[src/design/dotq_pkg.sv]
// Package for the deadline-ordered timeout queue.
// Holds widths, operation/result/status codes and the item and result structs.
// No dependencies.
package dotq_pkg;

    localparam int TIMERS_DEF    = 16;
    localparam int TIME_BITS_DEF = 40;
    localparam int ID_W          = 16;
    localparam int DELAY_W       = 32;
    localparam int OCC_W         = 5;

    typedef enum logic [1:0] {
        FUNC_ADD    = 2'd0,
        FUNC_REMOVE = 2'd1,
        FUNC_TICK   = 2'd2,
        FUNC_NONE   = 2'd3
    } func_t;

    typedef enum logic [1:0] {
        KIND_ADD    = 2'd0,
        KIND_REMOVE = 2'd1,
        KIND_EXPIRE = 2'd2,
        KIND_NONE   = 2'd3
    } kind_t;

    typedef enum logic [1:0] {
        ST_OK        = 2'd0,
        ST_FULL      = 2'd1,
        ST_NOT_FOUND = 2'd2,
        ST_NONE      = 2'd3
    } status_t;

    typedef struct packed {
        logic [1:0]         func;
        logic [ID_W-1:0]    subscriber_id;
        logic [DELAY_W-1:0] delay_ms;
    } in_item_t;

    typedef struct packed {
        logic [1:0]      kind;
        logic [1:0]      status;
        logic [ID_W-1:0] expired_id;
        logic [OCC_W-1:0] occupancy;
        logic            last;
    } result_t;

endpackage

[src/design/dotq_if.sv]
// Valid/ready channel interface carrying one payload of type PAYLOAD_T.
// Depends on nothing; payload type is supplied per instance.
interface dotq_if #(parameter type PAYLOAD_T = logic) ();
    logic     valid;
    logic     ready;
    PAYLOAD_T payload;

    modport source (output valid, output payload, input ready);
    modport sink   (input valid, input payload, output ready);
endinterface

[src/design/deadline_ordered_timeout_queue_top.sv]
// Deadline-ordered timeout queue top level; depends on dotq_pkg, dotq_if, dotq_ram.
// An add walks the table to its place and shifts later entries up; a remove walks
//   to the match and shifts later entries down; a tick reads, tests and removes the front.
// One item in flight; walks over the entry RAM (one read, one write port) set the rate.
// Reset: count and time clear at once; the RAM is not cleared (only entries
//   below the count are ever read).
module deadline_ordered_timeout_queue_top #(
    parameter int TIMERS    = dotq_pkg::TIMERS_DEF,
    parameter int TIME_BITS = dotq_pkg::TIME_BITS_DEF
) (
    input logic clk,
    input logic rst_n,
    dotq_if.sink   in_ch,
    dotq_if.source out_ch
);
    localparam int AW = $clog2(TIMERS);
    localparam int CW = $clog2(TIMERS + 1);
    localparam int EW = TIME_BITS + dotq_pkg::ID_W;

    typedef enum logic [7:0] {
        S_IDLE   = 8'b0000_0001,
        S_FIND   = 8'b0000_0010,  // read entry idx
        S_CHECK  = 8'b0000_0100,  // compare read data
        S_SHIFT  = 8'b0000_1000,  // moving entries
        S_INS    = 8'b0001_0000,
        S_OUT    = 8'b0010_0000,
        S_TICKRD = 8'b0100_0000,
        S_TICKCK = 8'b1000_0000
    } state_t;

    state_t               state_reg, state_next;
    logic [TIME_BITS-1:0] time_reg, time_next;
    logic [CW-1:0]        count_reg, count_next;
    logic [CW-1:0]        idx_reg, idx_next;
    logic [CW-1:0]        pos_reg, pos_next;           // insert position
    logic [1:0]           func_reg, func_next;
    logic [dotq_pkg::ID_W-1:0] id_reg, id_next;
    logic [TIME_BITS-1:0] dl_reg, dl_next;
    logic                 shift_up_reg, shift_up_next; // 1: insert shift, 0: delete shift
    logic                 shrd_reg, shrd_next;         // shift read pending
    logic                 any_reg, any_next;           // tick holds an unsent expiry
    dotq_pkg::result_t    res_reg, res_next;
    logic                 ovalid_reg, ovalid_next;

    logic                 we;
    logic [AW-1:0]        waddr, raddr;
    logic [EW-1:0]        wdata, rdata;
    logic [TIME_BITS-1:0] rd_dl;
    logic [dotq_pkg::ID_W-1:0] rd_id;

    dotq_ram #(.DEPTH(TIMERS), .WIDTH(EW)) u_ram (
        .clk(clk), .we(we), .waddr(waddr), .wdata(wdata),
        .raddr(raddr), .rdata(rdata)
    );

    assign rd_dl = rdata[EW-1 -: TIME_BITS];
    assign rd_id = rdata[dotq_pkg::ID_W-1:0];

    assign in_ch.ready      = (state_reg == S_IDLE) && !ovalid_reg;
    assign out_ch.valid     = ovalid_reg;
    assign out_ch.payload   = res_reg;

    // sequencer
    always_comb
    begin
        state_next    = state_reg;
        time_next     = time_reg;
        count_next    = count_reg;
        idx_next      = idx_reg;
        pos_next      = pos_reg;
        func_next     = func_reg;
        id_next       = id_reg;
        dl_next       = dl_reg;
        shift_up_next = shift_up_reg;
        shrd_next     = shrd_reg;
        any_next      = any_reg;
        res_next      = res_reg;
        ovalid_next   = ovalid_reg;
        we            = 1'b0;
        waddr         = idx_reg[AW-1:0];
        wdata         = rdata;
        raddr         = idx_reg[AW-1:0];

        if (ovalid_reg && out_ch.ready)
        begin
            ovalid_next = 1'b0;
        end

        case (state_reg)
            S_IDLE:
            begin
                if (in_ch.valid && !ovalid_reg)
                begin
                    func_next = in_ch.payload.func;
                    id_next   = in_ch.payload.subscriber_id;
                    dl_next   = time_reg + TIME_BITS'(in_ch.payload.delay_ms);
                    idx_next  = '0;
                    any_next  = 1'b0;
                    case (in_ch.payload.func)
                        dotq_pkg::FUNC_ADD:
                        begin
                            if (count_reg == CW'(TIMERS))
                            begin
                                res_next = '{dotq_pkg::KIND_ADD, dotq_pkg::ST_FULL,
                                    in_ch.payload.subscriber_id,
                                    dotq_pkg::OCC_W'(count_reg), 1'b1};
                                ovalid_next = 1'b1;
                            end
                            else
                            begin
                                state_next = S_FIND;
                            end
                        end
                        dotq_pkg::FUNC_REMOVE:
                        begin
                            state_next = S_FIND;
                        end
                        dotq_pkg::FUNC_TICK:
                        begin
                            time_next  = time_reg + TIME_BITS'(1);
                            state_next = S_TICKRD;
                        end
                        default:
                        begin
                        end
                    endcase
                end
            end

            // issue read of entry idx, or finish the search at the end
            S_FIND:
            begin
                if (idx_reg == count_reg)
                begin
                    if (func_reg == dotq_pkg::FUNC_ADD)
                    begin
                        state_next = S_INS;
                    end
                    else
                    begin
                        res_next = '{dotq_pkg::KIND_REMOVE, dotq_pkg::ST_NOT_FOUND,
                            id_reg, dotq_pkg::OCC_W'(count_reg), 1'b1};
                        state_next = S_OUT;
                    end
                end
                else
                begin
                    state_next = S_CHECK;
                end
            end

            S_CHECK:
            begin
                if (func_reg == dotq_pkg::FUNC_ADD)
                begin
                    if (rd_dl <= dl_reg)
                    begin
                        idx_next   = idx_reg + CW'(1);
                        state_next = S_FIND;
                    end
                    else
                    begin
                        // shift entries [idx, count) up, walking from the top
                        shift_up_next = 1'b1;
                        shrd_next     = 1'b0;
                        state_next    = S_SHIFT;
                        pos_next      = idx_reg;
                        idx_next      = count_reg - CW'(1);
                    end
                end
                else if (rd_id == id_reg)
                begin
                    shift_up_next = 1'b0;
                    shrd_next     = 1'b0;
                    idx_next      = idx_reg + CW'(1);
                    state_next    = S_SHIFT;
                end
                else
                begin
                    idx_next   = idx_reg + CW'(1);
                    state_next = S_FIND;
                end
            end

            // move one entry at a time: read it, then write it to its neighbor
            S_SHIFT:
            begin
                if (shift_up_reg)
                begin
                    if (!shrd_reg)
                    begin
                        shrd_next = 1'b1;
                    end
                    else
                    begin
                        we        = 1'b1;
                        waddr     = AW'(idx_reg + CW'(1));
                        shrd_next = 1'b0;
                        if (idx_reg == pos_reg)
                        begin
                            state_next = S_INS;
                        end
                        else
                        begin
                            idx_next = idx_reg - CW'(1);
                        end
                    end
                end
                else
                begin
                    if (idx_reg == count_reg)
                    begin
                        count_next = count_reg - CW'(1);
                        if (func_reg == dotq_pkg::FUNC_TICK)
                        begin
                            idx_next   = '0;
                            state_next = S_TICKRD;
                        end
                        else
                        begin
                            res_next = '{dotq_pkg::KIND_REMOVE, dotq_pkg::ST_OK,
                                id_reg, dotq_pkg::OCC_W'(count_reg - CW'(1)), 1'b1};
                            state_next = S_OUT;
                        end
                    end
                    else if (!shrd_reg)
                    begin
                        shrd_next = 1'b1;
                    end
                    else
                    begin
                        we        = 1'b1;
                        waddr     = AW'(idx_reg - CW'(1));
                        shrd_next = 1'b0;
                        idx_next  = idx_reg + CW'(1);
                    end
                end
            end

            // write new entry at idx
            S_INS:
            begin
                we         = 1'b1;
                wdata      = {dl_reg, id_reg};
                count_next = count_reg + CW'(1);
                res_next   = '{dotq_pkg::KIND_ADD, dotq_pkg::ST_OK, id_reg,
                    dotq_pkg::OCC_W'(count_reg + CW'(1)), 1'b1};
                state_next = S_OUT;
            end

            S_OUT:
            begin
                if (!ovalid_reg)
                begin
                    ovalid_next = 1'b1;
                    state_next  = S_IDLE;
                end
            end

            // tick: read front entry
            S_TICKRD:
            begin
                raddr = '0;
                if (ovalid_reg)
                begin
                    state_next = S_TICKRD;
                end
                else if (count_reg == '0)
                begin
                    state_next = S_IDLE;
                end
                else
                begin
                    state_next = S_TICKCK;
                end
            end

            S_TICKCK:
            begin
                if (rd_dl <= time_reg)
                begin
                    if (any_reg)
                    begin
                        // front is due, so the held expiry is not last: send it,
                        // then read the front again
                        ovalid_next = 1'b1;
                        any_next    = 1'b0;
                        state_next  = S_TICKRD;
                    end
                    else
                    begin
                        // hold result until we know if it is the last
                        res_next = '{dotq_pkg::KIND_EXPIRE, dotq_pkg::ST_OK, rd_id,
                            dotq_pkg::OCC_W'(count_reg - CW'(1)), 1'b0};
                        any_next      = 1'b1;
                        idx_next      = CW'(1);
                        shift_up_next = 1'b0;
                        shrd_next     = 1'b0;
                        state_next    = S_SHIFT;
                    end
                end
                else
                begin
                    if (any_reg)
                    begin
                        res_next.last = 1'b1;
                        state_next    = S_OUT;
                    end
                    else
                    begin
                        state_next = S_IDLE;
                    end
                end
            end

            default:
            begin
                state_next = S_IDLE;
            end
        endcase

        // tick ran out of entries: flush final pending result
        if (state_reg == S_TICKRD && !ovalid_reg && count_reg == '0 && any_reg)
        begin
            res_next.last = 1'b1;
            ovalid_next   = 1'b1;
        end
    end

    always_ff @(posedge clk or negedge rst_n)
    begin
        if (!rst_n)
        begin
            state_reg  <= S_IDLE;
            time_reg   <= '0;
            count_reg  <= '0;
            ovalid_reg <= 1'b0;
            any_reg    <= 1'b0;
        end
        else
        begin
            state_reg  <= state_next;
            time_reg   <= time_next;
            count_reg  <= count_next;
            ovalid_reg <= ovalid_next;
            any_reg    <= any_next;
        end
    end

    always_ff @(posedge clk)
    begin
        idx_reg      <= idx_next;
        pos_reg      <= pos_next;
        func_reg     <= func_next;
        id_reg       <= id_next;
        dl_reg       <= dl_next;
        shift_up_reg <= shift_up_next;
        shrd_reg     <= shrd_next;
        res_reg      <= res_next;
    end

    // checks
    a_count_range: assert property (@(posedge clk) disable iff (!rst_n)
        count_reg <= CW'(TIMERS))
        else $error("count over capacity");
    a_no_accept_busy: assert property (@(posedge clk) disable iff (!rst_n)
        state_reg != S_IDLE |-> !in_ch.ready)
        else $error("ready while busy");
    a_write_in_range: assert property (@(posedge clk) disable iff (!rst_n)
        we |-> (CW'(waddr) <= count_reg))
        else $error("write beyond table");
endmodule

[src/design/dotq_ram.sv]
// Entry store: one sorted table of {deadline, owner}, with a registered (sync) read.
// Depends on nothing outside this file.
module dotq_ram #(
    parameter int DEPTH = 16,
    parameter int WIDTH = 56
) (
    input  logic                     clk,
    input  logic                     we,
    input  logic [$clog2(DEPTH)-1:0] waddr,
    input  logic [WIDTH-1:0]         wdata,
    input  logic [$clog2(DEPTH)-1:0] raddr,
    output logic [WIDTH-1:0]         rdata
);
    logic [WIDTH-1:0] mem [DEPTH];

    // write port
    always_ff @(posedge clk)
    begin
        if (we)
        begin
            mem[waddr] <= wdata;
        end
    end

    // registered read port
    always_ff @(posedge clk)
    begin
        rdata <= mem[raddr];
    end
endmodule

[src/flat_wrapper.sv]
// flat-port wrapper written by rule: the top's interface ports become plain ports
module deadline_ordered_timeout_queue_top_flat 
#(
    parameter int TIMERS    = dotq_pkg::TIMERS_DEF,
    parameter int TIME_BITS = dotq_pkg::TIME_BITS_DEF
)
  (clk, rst_n, in_ch_valid, in_ch_payload, in_ch_ready, out_ch_valid, out_ch_payload, out_ch_ready);
  dotq_if #(.PAYLOAD_T(dotq_pkg::in_item_t)) in_ch_i ();
  dotq_if #(.PAYLOAD_T(dotq_pkg::result_t)) out_ch_i ();
  input logic clk;
  input logic rst_n;
  input wire logic [$bits(in_ch_i.valid)-1:0] in_ch_valid;
  input wire logic [$bits(in_ch_i.payload)-1:0] in_ch_payload;
  output wire logic [$bits(in_ch_i.ready)-1:0] in_ch_ready;
  output wire logic [$bits(out_ch_i.valid)-1:0] out_ch_valid;
  output wire logic [$bits(out_ch_i.payload)-1:0] out_ch_payload;
  input wire logic [$bits(out_ch_i.ready)-1:0] out_ch_ready;
  assign in_ch_i.valid = in_ch_valid;
  assign in_ch_i.payload = in_ch_payload;
  assign in_ch_ready = in_ch_i.ready;
  assign out_ch_valid = out_ch_i.valid;
  assign out_ch_payload = out_ch_i.payload;
  assign out_ch_i.ready = out_ch_ready;
  deadline_ordered_timeout_queue_top #(.TIMERS(TIMERS), .TIME_BITS(TIME_BITS)) u_core (.clk(clk), .rst_n(rst_n), .in_ch(in_ch_i), .out_ch(out_ch_i));
endmodule
[config.mk]
export PLATFORM = sky130hd
export DESIGN_NAME = deadline_ordered_timeout_queue_top_flat
export DESIGN_NICKNAME = d
export VERILOG_FILES = /design/src/design/dotq_pkg.sv /design/src/design/dotq_if.sv /design/src/design/deadline_ordered_timeout_queue_top.sv /design/src/design/dotq_ram.sv /design/src/flat_wrapper.sv
export SDC_FILE = /design/constraint.sdc
export NUM_CORES = 2
export LEC_CHECK = 0
export BUFFER_PORTS_ARGS = -buffer_cell sky130_fd_sc_hd__buf_2
export CORE_AREA = 2 2 313 315
export DETAILED_ROUTE_END_ITERATION = 7
export DIE_AREA = 0 0 315 317
export PLACE_DENSITY = 0.65
export SKIP_LAST_GASP = 1
export SLEW_MARGIN = 0
export SYNTH_ARGS = -nofsm -noshare
export SYNTH_HDL_FRONTEND = slang
export SYNTH_SLANG_ARGS = --single-unit
[constraint.sdc]
create_clock -name clk -period 10.49 [get_ports clk]
set_clock_uncertainty 0.2 [all_clocks]
set_input_delay 1.049 -clock clk [delete_from_list [all_inputs] [get_ports clk]]
set_output_delay 1.049 -clock clk [all_outputs]
set_load 0.1 [all_outputs]
==> reports/metrics.cfg <==
[status]
status=complete, no violations

[sta]
finalSetupViolCount=0
fin_crit_sh_pct=45.9
min_period_ns=4.81
rsz0062_at_grt=false
worst_pin_slew_ns=1.24
slew_viol_final=0
max-slew-margin-rel_pct=15.3
hold_viol_final=0
fmax_ghz=0.208
tns_ns=0

[synthesis]
synth-edff-count=991
synth_area_um2=48000
syn_area_per_cell_um2=12.8
synthCells=3745
synthTopCellsByArea=edfxtp_1, nand2_1, ha_1
synth.distinct_cells=81
synthFlopType=edfxtp_1
ys_ff_latch=1103
synthArstFlopShare_pct=4.99
yosysWarningCount=0
synth.largest_area_cell=edfxtp_1
synth_top_area_share_pct=62.0
synthesis.nets=3918
synth_seq_area_share_pct=67.3

[routing]
first_iter_violations=3473
ant_nets=0
num_vias=31186
drt_pass1_iterations=8
finalWirelength_um=125000
viasPerCell=6.05
wl_per_cell_um=24.3
drc=0

[clock_network]
clk-insertion-delay-late_ns=0.68
cts_tree=done
h-tree-depth=3
cts.repair.resized=0
cts_buffer_depth=3
root_buffer=clkbuf_16
cts_sinks=1103
path_clk_slew_ns=0.06
cts-buffers-inserted=108
postCtsHoldBufs=0
post_cts_buffers=0

[worst_setup_path]
arrival_ns=4.89
worst_ep_required_time_ns=10.57
endpoint_kind=flop
cp_max_fo=35
critPathKind=flop to flop
setup.worst_path.start_class=flop

[grt]
first_global_vias=29597
track_usage_pct=24.9
antenna_found_initial=0
grt_pass1_wl_um=187000
grt_max_degree=182
grt_overflow_total=0

[finish]
num-nets-final=3956
largest_register_ffs=896
nFillCells=7793
final_core_util_pct=55.7
regMostFlops=u_core.u_ram.mem
multi_input_area_um2=14500
drive_gt1_share_pct=11.3
syn_to_final_growth_pct=11.7
seq_area_um2=32300
top_regs=u_core.u_ram.mem (896), u_core.u_ram.rdata (56)
n_antenna_cell=0

[power_and_ir_drop]
vdd_drop_max_v=0.000262
p_per_area_nw_per_um2=268
power_leakage_nw=18.8

[placed_design]
portBuffers=81
gp_congestion=0.857
dp_hpwl_um=66500

[floorplanning]
die_y_um=317
rows=114
initial_core_util_pct=49.8
dieArea_um2=99900
io_pins=82
die_x_um=315
core_um2=96300

[min_path]
hold_path_class=flop to flop

[job]
cap_violations=0

cell usage in the layout (no fill, tap or decap), types with 62 or more instances in the layout:
cell type,instances
ha_1,118
buf_2,81
buf_4,82
nand4_1,85
and3_1,62
nand3_1,144
a211oi_1,62
nand2_1,493
nor2_1,166
inv_1,115
a311oi_1,114
o211ai_1,121
a31oi_1,63
edfxtp_1,991
xnor2_1,81
o21ai_0,194
a21oi_1,182
clkbuf_16,110
critical path, stage by stage, from the launching register on:
cell     delay, ns
dfrtp_1       0.44
nor4_2        0.48
and4b_1       0.58
o21ai_2       0.26
or3_1         0.36
o21ai_0       0.12
nand2_1       0.29
nor2_4        0.91
buf_4         0.75
synthesized netlist by cell type, types with 12 or more instances:
cell,number
a211oi_1,62
a21o_1,35
a21oi_1,182
a222oi_1,16
a311oi_1,114
a31oi_1,63
and3_1,62
buf_1,21
clkbuf_1,205
dfrtp_1,54
dfxtp_1,57
edfxtp_1,991
ha_1,118
inv_1,115
mux2_2,57
mux2i_1,60
nand2_1,496
nand3_1,144
nand4_1,85
nor2_1,186
nor2b_1,13
nor3_1,25
nor4_1,12
o211ai_1,121
o21ai_0,194
xnor2_1,81
xor2_1,38
layout make-up:
type,instances,share of cell area (%)
Clock buffer,160,5.90
Clock inverter,44,0.932
Inverter,117,0.829
Multi-Input combinational cell,2286,27.1
Sequential cell,1103,60.2
Tap cell,1276,2.98
Timing Repair Buffer,167,2.05
kinds of logic after synthesis:
family / synth area share [%]
adder cells (fa/ha/maj): 3.12
multiplexers: 2.59
buffers and inverters: 2.86
XOR/XNOR: 2.17
flip-flops: 67.3
AND/OR/NAND/NOR: 10.5
AO/OA/AOI/OAI: 11.5
power by group:
group | leakage [nW] | switching, mW | internal (mW)
combinational | 6.97 | 3.12 | 1.38
sequential | 10.1 | 0.280 | 5.64
clock | 1.79 | 1.65 | 2.29
worst paths after layout:
check                                          from                        to  slack (ns)  cells past startpoint
worst max register to register  u_core.state_reg[4]  u_core.u_ram.mem[14][30]        5.68                      8
worst min register to register  u_core.time_reg[39]       u_core.time_reg[39]        0.32                      1
max in group asynchronous                     rst_n        u_core.time_reg[6]        9.11                      2
worst max-delay path            u_core.state_reg[4]  u_core.u_ram.mem[14][30]        5.68                      8
worst min-delay path            u_core.time_reg[39]       u_core.time_reg[39]        0.32                      1
min in group asynchronous                     rst_n       u_core.time_reg[30]        0.37                      2
routing by layer:
metal | global-route usage [%] | part of all wire [%] | vias up | routed length, um
li1 | - | - | 14293 | -
met2 | 39.9 | 47 | 1275 | 58800
met1 | 35.9 | 43 | 15432 | 54000
met5 | 0 | 0 | - | 0
met3 | 3.05 | 7.6 | 186 | 9470
met4 | 7.12 | 2.4 | 0 | 2950
metrics by stage:
step	area (um^2)	power, mW	hold WS, ns	setup WS [ns]	instances
4_1_cts	53600	14.4	0.325	5.68	5153
6_report	53600	14.4	0.320	5.68	5153
3_5_place_dp	49900	10.4	0.316	5.73	4949
3_3_place_gp	49900	10.4	0.309	5.71	4949
5_1_grt	53600	15.0	0.343	5.37	5153
2_1_floorplan	48000	8.96	0.224	5.51	3745
Note: power is estimated with default switching activity, not from simulation.
